File: src/rgby_pkg.sv
// Shared types and constants for the RGB565 block to YUV 4:2:0 converter.
// No dependencies; used by the top level, rgby_lane and rgby_merge.
package rgby_pkg;

   // Pixel lanes: top left, top right, bottom left, bottom right
   localparam int NUM_LANES = 4;
   localparam int LANE_TL   = 0;
   localparam int LANE_TR   = 1;
   localparam int LANE_BL   = 2;
   localparam int LANE_BR   = 3;

   // Fixed point
   localparam int FRAC_BITS = 10;

   // Luma coefficients, studio range, scaled by 2^10
   localparam int Y_COEF_R  = 263;
   localparam int Y_COEF_G  = 516;
   localparam int Y_COEF_B  = 100;
   localparam int Y_BIAS    = (16 << FRAC_BITS) + (1 << (FRAC_BITS - 1));
   localparam int Y_ACC_W   = 18;

   // Chroma coefficients, scaled by 2^10
   localparam int CB_COEF_R = 152;
   localparam int CB_COEF_G = 298;
   localparam int CB_COEF_B = 450;
   localparam int CR_COEF_R = 450;
   localparam int CR_COEF_G = 377;
   localparam int CR_COEF_B = 73;
   localparam int C_ACC_W   = 22;
   localparam int C_HALF    = 1 << (FRAC_BITS - 1);
   localparam int C_OFFSET  = 128;

   // Sum of up to four 8-bit components
   localparam int SUM_W     = 10;
   // Chroma shift: 0, 1 or 2
   localparam int SHIFT_W   = 2;

   // What one lane hands to the merge stage
   typedef struct packed {
      logic [7:0] luma;
      logic [7:0] red;
      logic [7:0] green;
      logic [7:0] blue;
   } lane_out_type;

   // Stage load enables for the merge pipeline
   typedef struct packed {
      logic sum_load;
      logic prod_load;
      logic out_load;
   } merge_ctrl_type;

   // Result payload
   typedef struct packed {
      logic [7:0] luma_top_left;
      logic [7:0] luma_top_right;
      logic [7:0] luma_bottom_left;
      logic [7:0] luma_bottom_right;
      logic [7:0] chroma_blue;
      logic [7:0] chroma_red;
   } rsp_payload_type;

endpackage

File: src/rgby_if.sv
// Valid/ready channel interfaces for the block converter: input and result.
// Depends on nothing; used by the top level and the checker.
interface rgby_req_if;
   logic        valid;
   logic        ready;
   logic [15:0] pixel_top_left;
   logic [15:0] pixel_top_right;
   logic [15:0] pixel_bottom_left;
   logic [15:0] pixel_bottom_right;
   logic [1:0]  block_cols;
   logic [1:0]  block_rows;

   modport source (output valid, pixel_top_left, pixel_top_right, pixel_bottom_left,
                   pixel_bottom_right, block_cols, block_rows, input ready);
   modport sink   (input valid, pixel_top_left, pixel_top_right, pixel_bottom_left,
                   pixel_bottom_right, block_cols, block_rows, output ready);
endinterface

interface rgby_rsp_if;
   logic       valid;
   logic       ready;
   logic [7:0] luma_top_left;
   logic [7:0] luma_top_right;
   logic [7:0] luma_bottom_left;
   logic [7:0] luma_bottom_right;
   logic [7:0] chroma_blue;
   logic [7:0] chroma_red;

   modport source (output valid, luma_top_left, luma_top_right, luma_bottom_left,
                   luma_bottom_right, chroma_blue, chroma_red, input ready);
   modport sink   (input valid, luma_top_left, luma_top_right, luma_bottom_left,
                   luma_bottom_right, chroma_blue, chroma_red, output ready);
endinterface

File: src/rgb565_block_to_yuv420.sv
// RGB565 2x2 block to YUV 4:2:0 converter. Takes one block per cycle while
// the result side is ready, and returns one result per block, in order. Four
// register stages: the four pixel lanes, the color sum, the chroma products,
// and the rounding/output register. Each stage advances on its own, so
// bubbles close up and a new block can be taken while a finished result
// waits, as long as an earlier stage is empty. Absent pixels of a clipped
// block give luma 0; block_cols or block_rows of 0 count as 1, of 3 count
// as 2. Depends on rgby_pkg, rgby_if, rgby_lane and rgby_merge.
module rgb565_block_to_yuv420 (
   input  logic        clock,
   input  logic        reset,
   rgby_req_if.sink    req_if,
   rgby_rsp_if.source  rsp_if
);

   localparam int NSTAGE = 4;

   logic [NSTAGE-1:0]             valid_ff, valid_in;
   logic [NSTAGE:0]               open;
   logic [rgby_pkg::SHIFT_W-1:0]  shift;
   logic [rgby_pkg::SHIFT_W-1:0]  shift_ff;
   logic                          two_cols, two_rows;
   logic [rgby_pkg::NUM_LANES-1:0] present;
   logic [15:0]                   pixels [rgby_pkg::NUM_LANES];
   rgby_pkg::lane_out_type        lanes [rgby_pkg::NUM_LANES];
   rgby_pkg::merge_ctrl_type      ctrl;
   rgby_pkg::rsp_payload_type     payload;

   // A stage can load when empty or when its item moves on
   always_comb begin
      open[NSTAGE] = rsp_if.ready;
      for (int k = NSTAGE - 1; k >= 0; k--) begin
         open[k] = !valid_ff[k] || open[k + 1];
      end
      valid_in[0] = open[0] ? req_if.valid : valid_ff[0];
      for (int k = 1; k < NSTAGE; k++) begin
         valid_in[k] = open[k] ? valid_ff[k - 1] : valid_ff[k];
      end
   end

   always_ff @(posedge clock) begin
      if (reset) begin
         valid_ff <= '0;
      end else begin
         valid_ff <= valid_in;
      end
   end

   assign req_if.ready = open[0];

   // Decode the block shape
   assign two_cols = req_if.block_cols[1];
   assign two_rows = req_if.block_rows[1];
   assign shift    = {1'b0, two_cols} + {1'b0, two_rows};

   assign present[rgby_pkg::LANE_TL] = 1'b1;
   assign present[rgby_pkg::LANE_TR] = two_cols;
   assign present[rgby_pkg::LANE_BL] = two_rows;
   assign present[rgby_pkg::LANE_BR] = two_cols && two_rows;

   assign pixels[rgby_pkg::LANE_TL] = req_if.pixel_top_left;
   assign pixels[rgby_pkg::LANE_TR] = req_if.pixel_top_right;
   assign pixels[rgby_pkg::LANE_BL] = req_if.pixel_bottom_left;
   assign pixels[rgby_pkg::LANE_BR] = req_if.pixel_bottom_right;

   // Hold the shift alongside the lane stage
   always_ff @(posedge clock) begin
      if (open[0]) begin
         shift_ff <= shift;
      end
   end

   for (genvar i = 0; i < rgby_pkg::NUM_LANES; i++) begin : g_lane
      rgby_lane u_lane (
         .clock   (clock),
         .load    (open[0]),
         .pixel   (pixels[i]),
         .present (present[i]),
         .lane_ff (lanes[i])
      );
   end

   assign ctrl.sum_load  = open[1];
   assign ctrl.prod_load = open[2];
   assign ctrl.out_load  = open[3];

   rgby_merge u_merge (
      .clock      (clock),
      .ctrl       (ctrl),
      .lanes      (lanes),
      .shift      (shift_ff),
      .payload_ff (payload)
   );

   // Drive the result channel
   assign rsp_if.valid             = valid_ff[NSTAGE - 1];
   assign rsp_if.luma_top_left     = payload.luma_top_left;
   assign rsp_if.luma_top_right    = payload.luma_top_right;
   assign rsp_if.luma_bottom_left  = payload.luma_bottom_left;
   assign rsp_if.luma_bottom_right = payload.luma_bottom_right;
   assign rsp_if.chroma_blue       = payload.chroma_blue;
   assign rsp_if.chroma_red        = payload.chroma_red;

endmodule

File: src/rgby_lane.sv
// One pixel lane: expand RGB565 to 8-bit RGB and compute studio-range luma.
// Depends on rgby_pkg. Output is registered; absent pixels give all zeros.
module rgby_lane (
   input  logic                 clock,
   input  logic                 load,
   input  logic [15:0]          pixel,
   input  logic                 present,
   output rgby_pkg::lane_out_type lane_ff
);

   logic [7:0]                  red;
   logic [7:0]                  green;
   logic [7:0]                  blue;
   logic [rgby_pkg::Y_ACC_W-1:0] luma_acc;
   rgby_pkg::lane_out_type      lane_in;

   // Expand fields into the high bits of each byte
   assign red   = {pixel[15:11], 3'b000};
   assign green = {pixel[10:5], 2'b00};
   assign blue  = {pixel[4:0], 3'b000};

   // Weighted sum with rounding and the 16 offset folded in
   assign luma_acc = rgby_pkg::Y_ACC_W'(rgby_pkg::Y_COEF_R * red)
                   + rgby_pkg::Y_ACC_W'(rgby_pkg::Y_COEF_G * green)
                   + rgby_pkg::Y_ACC_W'(rgby_pkg::Y_COEF_B * blue)
                   + rgby_pkg::Y_ACC_W'(rgby_pkg::Y_BIAS);

   // Zero everything for an absent pixel
   always_comb begin
      if (present) begin
         lane_in.luma  = luma_acc[rgby_pkg::FRAC_BITS +: 8];
         lane_in.red   = red;
         lane_in.green = green;
         lane_in.blue  = blue;
      end else begin
         lane_in = '0;
      end
   end

   always_ff @(posedge clock) begin
      if (load) begin
         lane_ff <= lane_in;
      end
   end

endmodule

File: src/rgby_merge.sv
// Merge stage: sum lane colors, form Cb/Cr products, round and shift.
// Depends on rgby_pkg. Three register stages; luma rides along unchanged.
module rgby_merge (
   input  logic                    clock,
   input  rgby_pkg::merge_ctrl_type ctrl,
   input  rgby_pkg::lane_out_type  lanes [rgby_pkg::NUM_LANES],
   input  logic [rgby_pkg::SHIFT_W-1:0] shift,
   output rgby_pkg::rsp_payload_type payload_ff
);

   localparam int CW = rgby_pkg::C_ACC_W;

   // Sum stage registers
   logic [rgby_pkg::SUM_W-1:0]   sum_r_ff, sum_r_in;
   logic [rgby_pkg::SUM_W-1:0]   sum_g_ff, sum_g_in;
   logic [rgby_pkg::SUM_W-1:0]   sum_b_ff, sum_b_in;
   logic [rgby_pkg::SHIFT_W-1:0] sum_shift_ff;
   logic [31:0]                  sum_luma_ff, sum_luma_in;

   // Product stage registers
   logic signed [CW-1:0]         cb_acc_ff, cb_acc_in;
   logic signed [CW-1:0]         cr_acc_ff, cr_acc_in;
   logic [rgby_pkg::SHIFT_W-1:0] prod_shift_ff;
   logic [31:0]                  prod_luma_ff;

   logic signed [CW-1:0]         rs, gs, bs;
   logic signed [CW-1:0]         round_add;
   logic signed [CW-1:0]         cb_t, cr_t, cb_q, cr_q;
   logic [4:0]                   shamt;
   rgby_pkg::rsp_payload_type    payload_in;

   // Add up the lanes
   always_comb begin
      sum_r_in = '0;
      sum_g_in = '0;
      sum_b_in = '0;
      for (int i = 0; i < rgby_pkg::NUM_LANES; i++) begin
         sum_r_in = sum_r_in + rgby_pkg::SUM_W'(lanes[i].red);
         sum_g_in = sum_g_in + rgby_pkg::SUM_W'(lanes[i].green);
         sum_b_in = sum_b_in + rgby_pkg::SUM_W'(lanes[i].blue);
      end
      sum_luma_in = {lanes[rgby_pkg::LANE_TL].luma, lanes[rgby_pkg::LANE_TR].luma,
                     lanes[rgby_pkg::LANE_BL].luma, lanes[rgby_pkg::LANE_BR].luma};
   end

   always_ff @(posedge clock) begin
      if (ctrl.sum_load) begin
         sum_r_ff     <= sum_r_in;
         sum_g_ff     <= sum_g_in;
         sum_b_ff     <= sum_b_in;
         sum_shift_ff <= shift;
         sum_luma_ff  <= sum_luma_in;
      end
   end

   // Chroma products on the summed color
   assign rs = $signed({{(CW - rgby_pkg::SUM_W){1'b0}}, sum_r_ff});
   assign gs = $signed({{(CW - rgby_pkg::SUM_W){1'b0}}, sum_g_ff});
   assign bs = $signed({{(CW - rgby_pkg::SUM_W){1'b0}}, sum_b_ff});

   assign cb_acc_in = CW'(rgby_pkg::CB_COEF_B) * bs - CW'(rgby_pkg::CB_COEF_R) * rs
                    - CW'(rgby_pkg::CB_COEF_G) * gs;
   assign cr_acc_in = CW'(rgby_pkg::CR_COEF_R) * rs - CW'(rgby_pkg::CR_COEF_G) * gs
                    - CW'(rgby_pkg::CR_COEF_B) * bs;

   always_ff @(posedge clock) begin
      if (ctrl.prod_load) begin
         cb_acc_ff     <= cb_acc_in;
         cr_acc_ff     <= cr_acc_in;
         prod_shift_ff <= sum_shift_ff;
         prod_luma_ff  <= sum_luma_ff;
      end
   end

   // Round, floor-shift by 10 plus the block shift, add the offset
   assign round_add = (CW'(rgby_pkg::C_HALF) <<< prod_shift_ff) - CW'(1);
   assign shamt     = 5'(rgby_pkg::FRAC_BITS) + {3'b000, prod_shift_ff};
   assign cb_t      = cb_acc_ff + round_add;
   assign cr_t      = cr_acc_ff + round_add;
   assign cb_q      = cb_t >>> shamt;
   assign cr_q      = cr_t >>> shamt;

   always_comb begin
      payload_in.luma_top_left     = prod_luma_ff[31:24];
      payload_in.luma_top_right    = prod_luma_ff[23:16];
      payload_in.luma_bottom_left  = prod_luma_ff[15:8];
      payload_in.luma_bottom_right = prod_luma_ff[7:0];
      payload_in.chroma_blue       = cb_q[7:0] + 8'(rgby_pkg::C_OFFSET);
      payload_in.chroma_red        = cr_q[7:0] + 8'(rgby_pkg::C_OFFSET);
   end

   always_ff @(posedge clock) begin
      if (ctrl.out_load) begin
         payload_ff <= payload_in;
      end
   end

endmodule

File: src/flat_wrapper.sv
// flat-port wrapper written by rule: the top's interface ports become plain ports
module rgb565_block_to_yuv420_flat 
  (clock, reset, req_if_valid, req_if_pixel_top_left, req_if_pixel_top_right, req_if_pixel_bottom_left, req_if_pixel_bottom_right, req_if_block_cols, req_if_block_rows, req_if_ready, rsp_if_valid, rsp_if_luma_top_left, rsp_if_luma_top_right, rsp_if_luma_bottom_left, rsp_if_luma_bottom_right, rsp_if_chroma_blue, rsp_if_chroma_red, rsp_if_ready);
  rgby_req_if req_if_i ();
  rgby_rsp_if rsp_if_i ();
  input  logic clock;
  input  logic reset;
  input wire logic [$bits(req_if_i.valid)-1:0] req_if_valid;
  input wire logic [$bits(req_if_i.pixel_top_left)-1:0] req_if_pixel_top_left;
  input wire logic [$bits(req_if_i.pixel_top_right)-1:0] req_if_pixel_top_right;
  input wire logic [$bits(req_if_i.pixel_bottom_left)-1:0] req_if_pixel_bottom_left;
  input wire logic [$bits(req_if_i.pixel_bottom_right)-1:0] req_if_pixel_bottom_right;
  input wire logic [$bits(req_if_i.block_cols)-1:0] req_if_block_cols;
  input wire logic [$bits(req_if_i.block_rows)-1:0] req_if_block_rows;
  output wire logic [$bits(req_if_i.ready)-1:0] req_if_ready;
  output wire logic [$bits(rsp_if_i.valid)-1:0] rsp_if_valid;
  output wire logic [$bits(rsp_if_i.luma_top_left)-1:0] rsp_if_luma_top_left;
  output wire logic [$bits(rsp_if_i.luma_top_right)-1:0] rsp_if_luma_top_right;
  output wire logic [$bits(rsp_if_i.luma_bottom_left)-1:0] rsp_if_luma_bottom_left;
  output wire logic [$bits(rsp_if_i.luma_bottom_right)-1:0] rsp_if_luma_bottom_right;
  output wire logic [$bits(rsp_if_i.chroma_blue)-1:0] rsp_if_chroma_blue;
  output wire logic [$bits(rsp_if_i.chroma_red)-1:0] rsp_if_chroma_red;
  input wire logic [$bits(rsp_if_i.ready)-1:0] rsp_if_ready;
  assign req_if_i.valid = req_if_valid;
  assign req_if_i.pixel_top_left = req_if_pixel_top_left;
  assign req_if_i.pixel_top_right = req_if_pixel_top_right;
  assign req_if_i.pixel_bottom_left = req_if_pixel_bottom_left;
  assign req_if_i.pixel_bottom_right = req_if_pixel_bottom_right;
  assign req_if_i.block_cols = req_if_block_cols;
  assign req_if_i.block_rows = req_if_block_rows;
  assign req_if_ready = req_if_i.ready;
  assign rsp_if_valid = rsp_if_i.valid;
  assign rsp_if_luma_top_left = rsp_if_i.luma_top_left;
  assign rsp_if_luma_top_right = rsp_if_i.luma_top_right;
  assign rsp_if_luma_bottom_left = rsp_if_i.luma_bottom_left;
  assign rsp_if_luma_bottom_right = rsp_if_i.luma_bottom_right;
  assign rsp_if_chroma_blue = rsp_if_i.chroma_blue;
  assign rsp_if_chroma_red = rsp_if_i.chroma_red;
  assign rsp_if_i.ready = rsp_if_ready;
  rgb565_block_to_yuv420 u_core (.clock(clock), .reset(reset), .req_if(req_if_i), .rsp_if(rsp_if_i));
endmodule
File: config.mk
export PLATFORM = sky130hd
export DESIGN_NAME = rgb565_block_to_yuv420_flat
export DESIGN_NICKNAME = d
export VERILOG_FILES = /design/src/rgby_pkg.sv /design/src/rgby_if.sv /design/src/rgb565_block_to_yuv420.sv /design/src/rgby_lane.sv /design/src/rgby_merge.sv /design/src/flat_wrapper.sv
export SDC_FILE = /design/constraint.sdc
export NUM_CORES = 1
export LEC_CHECK = 0
export BUFFER_PORTS_ARGS = -buffer_cell sky130_fd_sc_hd__buf_2
export CAP_MARGIN = 20
export CORE_MARGIN = 4
export CORE_UTILIZATION = 40
export DETAILED_ROUTE_END_ITERATION = 10
export HOLD_SLACK_MARGIN = 0.05
export SYNTH_ARGS = -nofsm -noshare
export SYNTH_HDL_FRONTEND = slang
export SYNTH_SLANG_ARGS = --single-unit
File: constraint.sdc
create_clock -name clock -period 8.7 [get_ports clock]
set_input_delay 1.74 -clock clock [delete_from_list [all_inputs] [get_ports clock]]
set_output_delay 1.74 -clock clock [all_outputs]
set_load 0.05 [all_outputs]
==> results of run 1 <==
## path summary, 6_finish.rpt
kind / start / end / cells past startpoint
min: u_core.g_lane[0].u_lane.lane_ff[31] / u_core.u_merge.sum_luma_ff[31] / 0
max: u_core.u_merge.sum_g_ff[3] / u_core.u_merge.cr_acc_ff[19] / 25
min reg2reg: u_core.g_lane[0].u_lane.lane_ff[31] / u_core.u_merge.sum_luma_ff[31] / 0
max reg2reg: u_core.u_merge.sum_g_ff[3] / u_core.u_merge.cr_acc_ff[19] / 25
## cells in the final DEF, fill, tap and decap left out, types with 19 or more instances in the layout
cell type    n
inv_1      361
edfxtp_1   272
a21oi_1    125
nor3_1      38
and2_1      61
a21o_1      55
ha_1       492
nor2b_1     22
nor2_1      74
nand2_1     69
o21ai_0     59
o21a_1      19
clkbuf_16   30
nand2b_1    27
xnor2_1    129
fa_1       146
buf_2      119
xor2_1      47
o21bai_1    25
## flip-flops by register name, indices dropped and copies added, names as in the netlist, 4 cells and up
| signal | count |
|---|---|
| u_core.g_lane.u_lane.lane_ff | 96 |
| u_core.u_merge.cb_acc_ff | 17 |
| u_core.u_merge.cr_acc_ff | 19 |
| u_core.u_merge.payload_ff | 48 |
| u_core.u_merge.prod_luma_ff | 32 |
| u_core.u_merge.sum_b_ff | 7 |
| u_core.u_merge.sum_g_ff | 8 |
| u_core.u_merge.sum_luma_ff | 32 |
| u_core.u_merge.sum_r_ff | 7 |
| u_core.valid_ff | 4 |
## area by class of cell
cell class | count | area (um2)
clock buffers | 31 | 754
clock inverters | 23 | 334
fillers | 5792 | 34000
inverters | 363 | 1360
multi-input cells | 1601 | 15400
flip-flops and latches | 276 | 8250
well taps | 837 | 1050
repair buffers | 125 | 641
## per-layer routing
metal  up-vias  wire [um]  track usage
met2       216      26200        0.291
met5         -          0            0
met4         0       1270       0.0393
li1       8087          -            -
met3        71       1450       0.0160
met1      7678      22700        0.197
## per-stage QoR
stage / hold WS (ns) / setup slack [ns]
after detailed placement: 0.405 / 1.59
final: 0.411 / 1.98
after CTS: 0.410 / 1.95
after global placement: 0.402 / 1.77
after floorplan: 0.400 / 2.32
after global routing: 0.414 / 1.52
## critical path, delay by kind of cell, from the launching register on
kind                       cells  cell delay [ns]
buffers and inverters          5             0.50
DFF                            1             0.75
and+or+nand+nor                4             0.54
xor gates and xnor gates       2             0.35
adders and majority gates      7             2.97
AOI/OAI and AO/OA              7             1.31
## cell families after synthesis
kind of cell	Yosys count
xor gates and xnor gates	176
AOI/OAI and AO/OA	382
and+or+nand+nor	369
buffers and inverters	378
other	1
muxes	20
DFF	276
adders and majority gates	638
==> flow_metrics.env, run 1 <==
export IMPL_status="completed"
export IMPL_fin_crit_sh=0.772
export IMPL_drc=0
export IMPL_synth_xor_area_frac=0.0617
export IMPL_area_growth_pct=11.2
export IMPL_ys_async_sr_fraction=0
export IMPL_synth_edf_count=272
export IMPL_cts_resized_gates=0
export IMPL_yosys_area_share_adder=0.364
export IMPL_cp_slowest_stage_delay_ns=0.75
export IMPL_worstPathRequired_ns=9.02
export IMPL_yosys_warnings=0
export IMPL_timing_fmax_mhz=149
export IMPL_post_drt_wl_per_cell_um=15.8
export IMPL_hold_viol_final=0
export IMPL_cp_common_cell="inv_1"
export IMPL_yosys_area_top_type_share=0.327
export IMPL_num_rows=91
export IMPL_final_max_slew_viol_count=0
export IMPL_final_area_um2=27800
export IMPL_ctsHoldBuffers=0
export IMPL_initial_core_util=0.405
export IMPL_syn_cell_area_um2=25000
export IMPL_die_area_um2=66500
export IMPL_postPlaceCellArea_um2=26700
export IMPL_core_area_um2=61700
export IMPL_vias=16100
export IMPL_antenna_cells=0
export IMPL_rrSetupSlack_ns=1.98
export IMPL_hpwl_um=42500
export IMPL_synthSimpleGateAreaFrac=0.0780
export IMPL_netlist_top_cells_area="edfxtp_1, ha_1, fa_1"
export IMPL_cp_slowest_cell="edfxtp_1"
export IMPL_worst_clock_skew_ns=0.0204
export IMPL_cts_setup_buffers=0
export IMPL_synthesis_instances=2240
export IMPL_grt_total_usage=0.157
export IMPL_ys_types=72
export IMPL_cts_buffers_inserted=30
export IMPL_critical_path_arrival_ns=7.04
export IMPL_final_cells=3256
export IMPL_clkLatencyLatePin_ns=0.59
export IMPL_synth_compound_area_frac=0.100
export IMPL_synthTopCellsByCount="ha_1, inv_1, edfxtp_1"
export IMPL_grt_pass1_wl_um=85100
export IMPL_root_buffer="clkbuf_16"
export IMPL_drv_cap=0
export IMPL_grt_start_max_net_pins=76
export IMPL_synth_top_family_by_area="adder cells"
export IMPL_dpl_cell_count=3202
export IMPL_finalCriticalPeriod_ns=6.72
export IMPL_avgSynthCellArea_um2=11.1
export IMPL_die_height_um=258
export IMPL_clkTransAtPathRegs_ns=0.06
export IMPL_cts_max_level=1
export IMPL_startpoint_type="flip-flop"
export IMPL_die_x_um=258
export IMPL_antenna_found_initial=0
export IMPL_setup_tns_ns=0
export IMPL_yosysTopAreaCell="edfxtp_1"
export IMPL_vias_per_cell=4.93
export IMPL_portBuffers=119
export IMPL_ys_seq_area_frac=0.330
export IMPL_cp_max_fo=12
export IMPL_ios=122
export IMPL_gp_congestion=0.840
export IMPL_grt_pass1_vias=16900
export IMPL_worstSetupEndpointType="flip-flop"
export IMPL_max_slew_margin=0.284
export IMPL_dominantRegCellSynth="edfxtp_1"
export IMPL_yosys_register_bits=276
export IMPL_fin_util=0.450
export IMPL_setup_viol=0
export IMPL_wl_um=51500
export IMPL_clock_sinks=276
export IMPL_hold_path_class="flip-flop to flip-flop"
export IMPL_clockBufferDepth=3
export IMPL_drt_iter0_drc=574
export IMPL_rsz0062_at_grt="false"
export IMPL_overflow=0
export IMPL_synth_most_common_cell="ha_1"
export IMPL_worstMarginPinSlew_ns=1.07
export IMPL_nNetsFinal=3107
export IMPL_drive_gt1_frac=0.0860
export IMPL_synthMuxAreaShare=0.00902
export IMPL_postRouteAntennaNets=0
export IMPL_tritoncts="done"
export IMPL_first_pass_iters=7
export IMPL_critPathKind="flip-flop to flip-flop"
Power of run 1 is left out: the tool's default activity adds up to more than one toggle a clock period on the data nets, which glitch-free logic cannot reach.
==> inputs of run 2 (changes only) <==
- clock period: 8.7 -> 5.7 ns (I/O delays scaled with it)
==> flow_metrics.env, run 2 (same netlist as run 1, synthesis figures left out) <==
export IMPL_status="finished, violations left"
export IMPL_violations="setup timing"
export IMPL_layout_commonest_cell="ha_1"
export IMPL_die_area_um2=66500
export IMPL_worstPathRequired_ns=6.02
export IMPL_worstMarginPinSlew_ns=0.988
export IMPL_r2r_start="u_core.u_merge.sum_g_ff[5]"
export IMPL_clockBufferDepth=3
export IMPL_drive_gt1_frac=0.145
export IMPL_critical_path_arrival_ns=6.04
export IMPL_hold_path_class="flip-flop to flip-flop"
export IMPL_cts_buffers_inserted=30
export IMPL_top_regs="u_core.g_lane.u_lane.lane_ff x96, u_core.u_merge.payload_ff x48"
export IMPL_critical_path_endpoint="u_core.u_merge.cr_acc_ff[19]"
export IMPL_worst_slack_ns=-0.0227
export IMPL_ctsHoldBuffers=0
export IMPL_tritoncts="done"
export IMPL_worst_clock_skew_ns=0.0176
export IMPL_vias_per_cell=4.87
export IMPL_grt_pass1_vias=17300
export IMPL_num_rows=91
export IMPL_nNetsFinal=3235
export IMPL_gp_congestion=0.884
export IMPL_rsz0062_at_grt="true"
export IMPL_hold_viol_final=0
export IMPL_largest_register_ffs=96
export IMPL_post_drt_wl_per_cell_um=15.5
export IMPL_final_max_slew_viol_count=0
export IMPL_grt_busiest_layer="met2"
export IMPL_startpoint="u_core.u_merge.sum_g_ff[5]"
export IMPL_cts_max_level=1
export IMPL_initial_core_util=0.405
export IMPL_die_height_um=258
export IMPL_finalCriticalPeriod_ns=5.72
export IMPL_portBuffers=119
export IMPL_grt_use_met3=0.0159
export IMPL_drc=0
export IMPL_root_buffer="clkbuf_16"
export IMPL_cp_max_fo=3
export IMPL_hpwl_um=43500
export IMPL_seq_area_um2=8250
export IMPL_r2r_end="u_core.u_merge.cr_acc_ff[19]"
export IMPL_setup_viol=1
export IMPL_vias=16500
export IMPL_max_slew_margin=0.341
export IMPL_area_growth_pct=15.5
export IMPL_grt_start_max_net_pins=75
export IMPL_clock_sinks=276
export IMPL_antenna_cells=0
export IMPL_clkLatencyLatePin_ns=0.58
export IMPL_worstSetupEndpointType="flip-flop"
export IMPL_clkTransAtPathRegs_ns=0.06
export IMPL_regMostFlops="u_core.g_lane.u_lane.lane_ff"
export IMPL_die_x_um=258
export IMPL_use_met1=0.200
export IMPL_critPathKind="flip-flop to flip-flop"
export IMPL_ff2ff_path_depth=24
export IMPL_drt_iter0_drc=621
export IMPL_ios=122
export IMPL_grt_use_met2=0.298
export IMPL_place_ws_ns=-0.366
export IMPL_multi_input_area_um2=15600
export IMPL_first_pass_iters=5
export IMPL_drv_cap=0
export IMPL_postRouteAntennaNets=0
export IMPL_rrSetupSlack_ns=-0.02
export IMPL_core_area_um2=61700
export IMPL_startpoint_type="flip-flop"
export IMPL_final_cell_mix="ha_1, inv_1, edfxtp_1"
export IMPL_antenna_found_initial=0
export IMPL_grt_total_usage=0.160
export IMPL_grt_pass1_wl_um=87000
export IMPL_wl_um=52500
export IMPL_fin_crit_sh=1.00
export IMPL_timing_fmax_mhz=175
export IMPL_overflow=0
export IMPL_fillers=5669
[run 2: changes by cell type in the layout (fill, tap and decap cells not counted), sizes merged]
cell      delta
buf        +128
bufinv       -4
clkbuf       +3
clkinv       +2
clkinvlp     -2
inv          -1
[run 2: what timing repair did]
item,in CTS,in global routing
gates cloned,0,0
pin swaps,19,23
buffers inserted,3,15
gates resized for setup,9,30
setup endpoints to repair,5,9
[run 2: final cells by class]
cell class,instances,area share
tap,837,0.0363
multi-input combinational,1601,0.541
timing repair buffer,253,0.0566
inverter,363,0.0472
clock buffer,34,0.0265
clock inverter,18,0.00659
sequential,276,0.286
[run 2: how the worst min path moves through the flow]
stage | start | end | depth (start not counted)
3_3_place_gp | u_core.u_merge.prod_luma_ff[26] | u_core.u_merge.payload_ff[42] | 0
4_1_cts | u_core.u_merge.sum_luma_ff[18] | u_core.u_merge.prod_luma_ff[18] | 0
2_1_floorplan | u_core.u_merge.prod_luma_ff[0] | u_core.u_merge.payload_ff[16] | 0
5_1_grt | u_core.u_merge.prod_luma_ff[27] | u_core.u_merge.payload_ff[43] | 0
6_report | u_core.u_merge.prod_luma_ff[1] | u_core.u_merge.payload_ff[17] | 0
3_5_place_dp | u_core.u_merge.prod_luma_ff[11] | u_core.u_merge.payload_ff[27] | 0
[run 2: per-stage QoR]
stage	util	instance area [um2]	instances	TNS, ns	hold WS, ns
global route	0.467	28800	3382	-0.783	0.421
detailed placement	0.447	27600	3312	-4.35	0.405
floorplan	-	25100	2255	-0.0151	0.400
global placement	0.447	27600	3312	-2.70	0.400
CTS	0.463	28600	3367	0	0.416
finish	0.467	28800	3382	-0.0227	0.414
[run 2: routing by layer]
| metal | part of all wire | wire [um] | up-vias |
|---|---|---|---|
| li1 | - | - | 8343 |
| met5 | 0 | 0 | - |
| met2 | 0.51 | 26900 | 207 |
| met3 | 0.026 | 1340 | 75 |
| met1 | 0.44 | 23000 | 7856 |
| met4 | 0.025 | 1300 | 0 |
[run 2: worst max-delay path, stage by stage, from the launching register on]
cell and delay [ns]:
edfxtp_1 0.46, buf_4 0.18, fa_1 0.54, ha_4 0.22, fa_1 0.47, inv_1 0.05
fa_1 0.47, inv_1 0.05, fa_1 0.49, inv_2 0.05, ha_4 0.27, nand4_1 0.16
a311oi_2 0.35, nor2_2 0.09, a21oi_2 0.12, nand2b_4 0.14, xor2_2 0.14, ha_1 0.26
a21o_1 0.19, a21o_1 0.17, a21oi_2 0.14, o31ai_2 0.09, a21oi_2 0.14, nand3b_1 0.10
xor2_1 0.16
Power of run 2 is left out for the same reason.
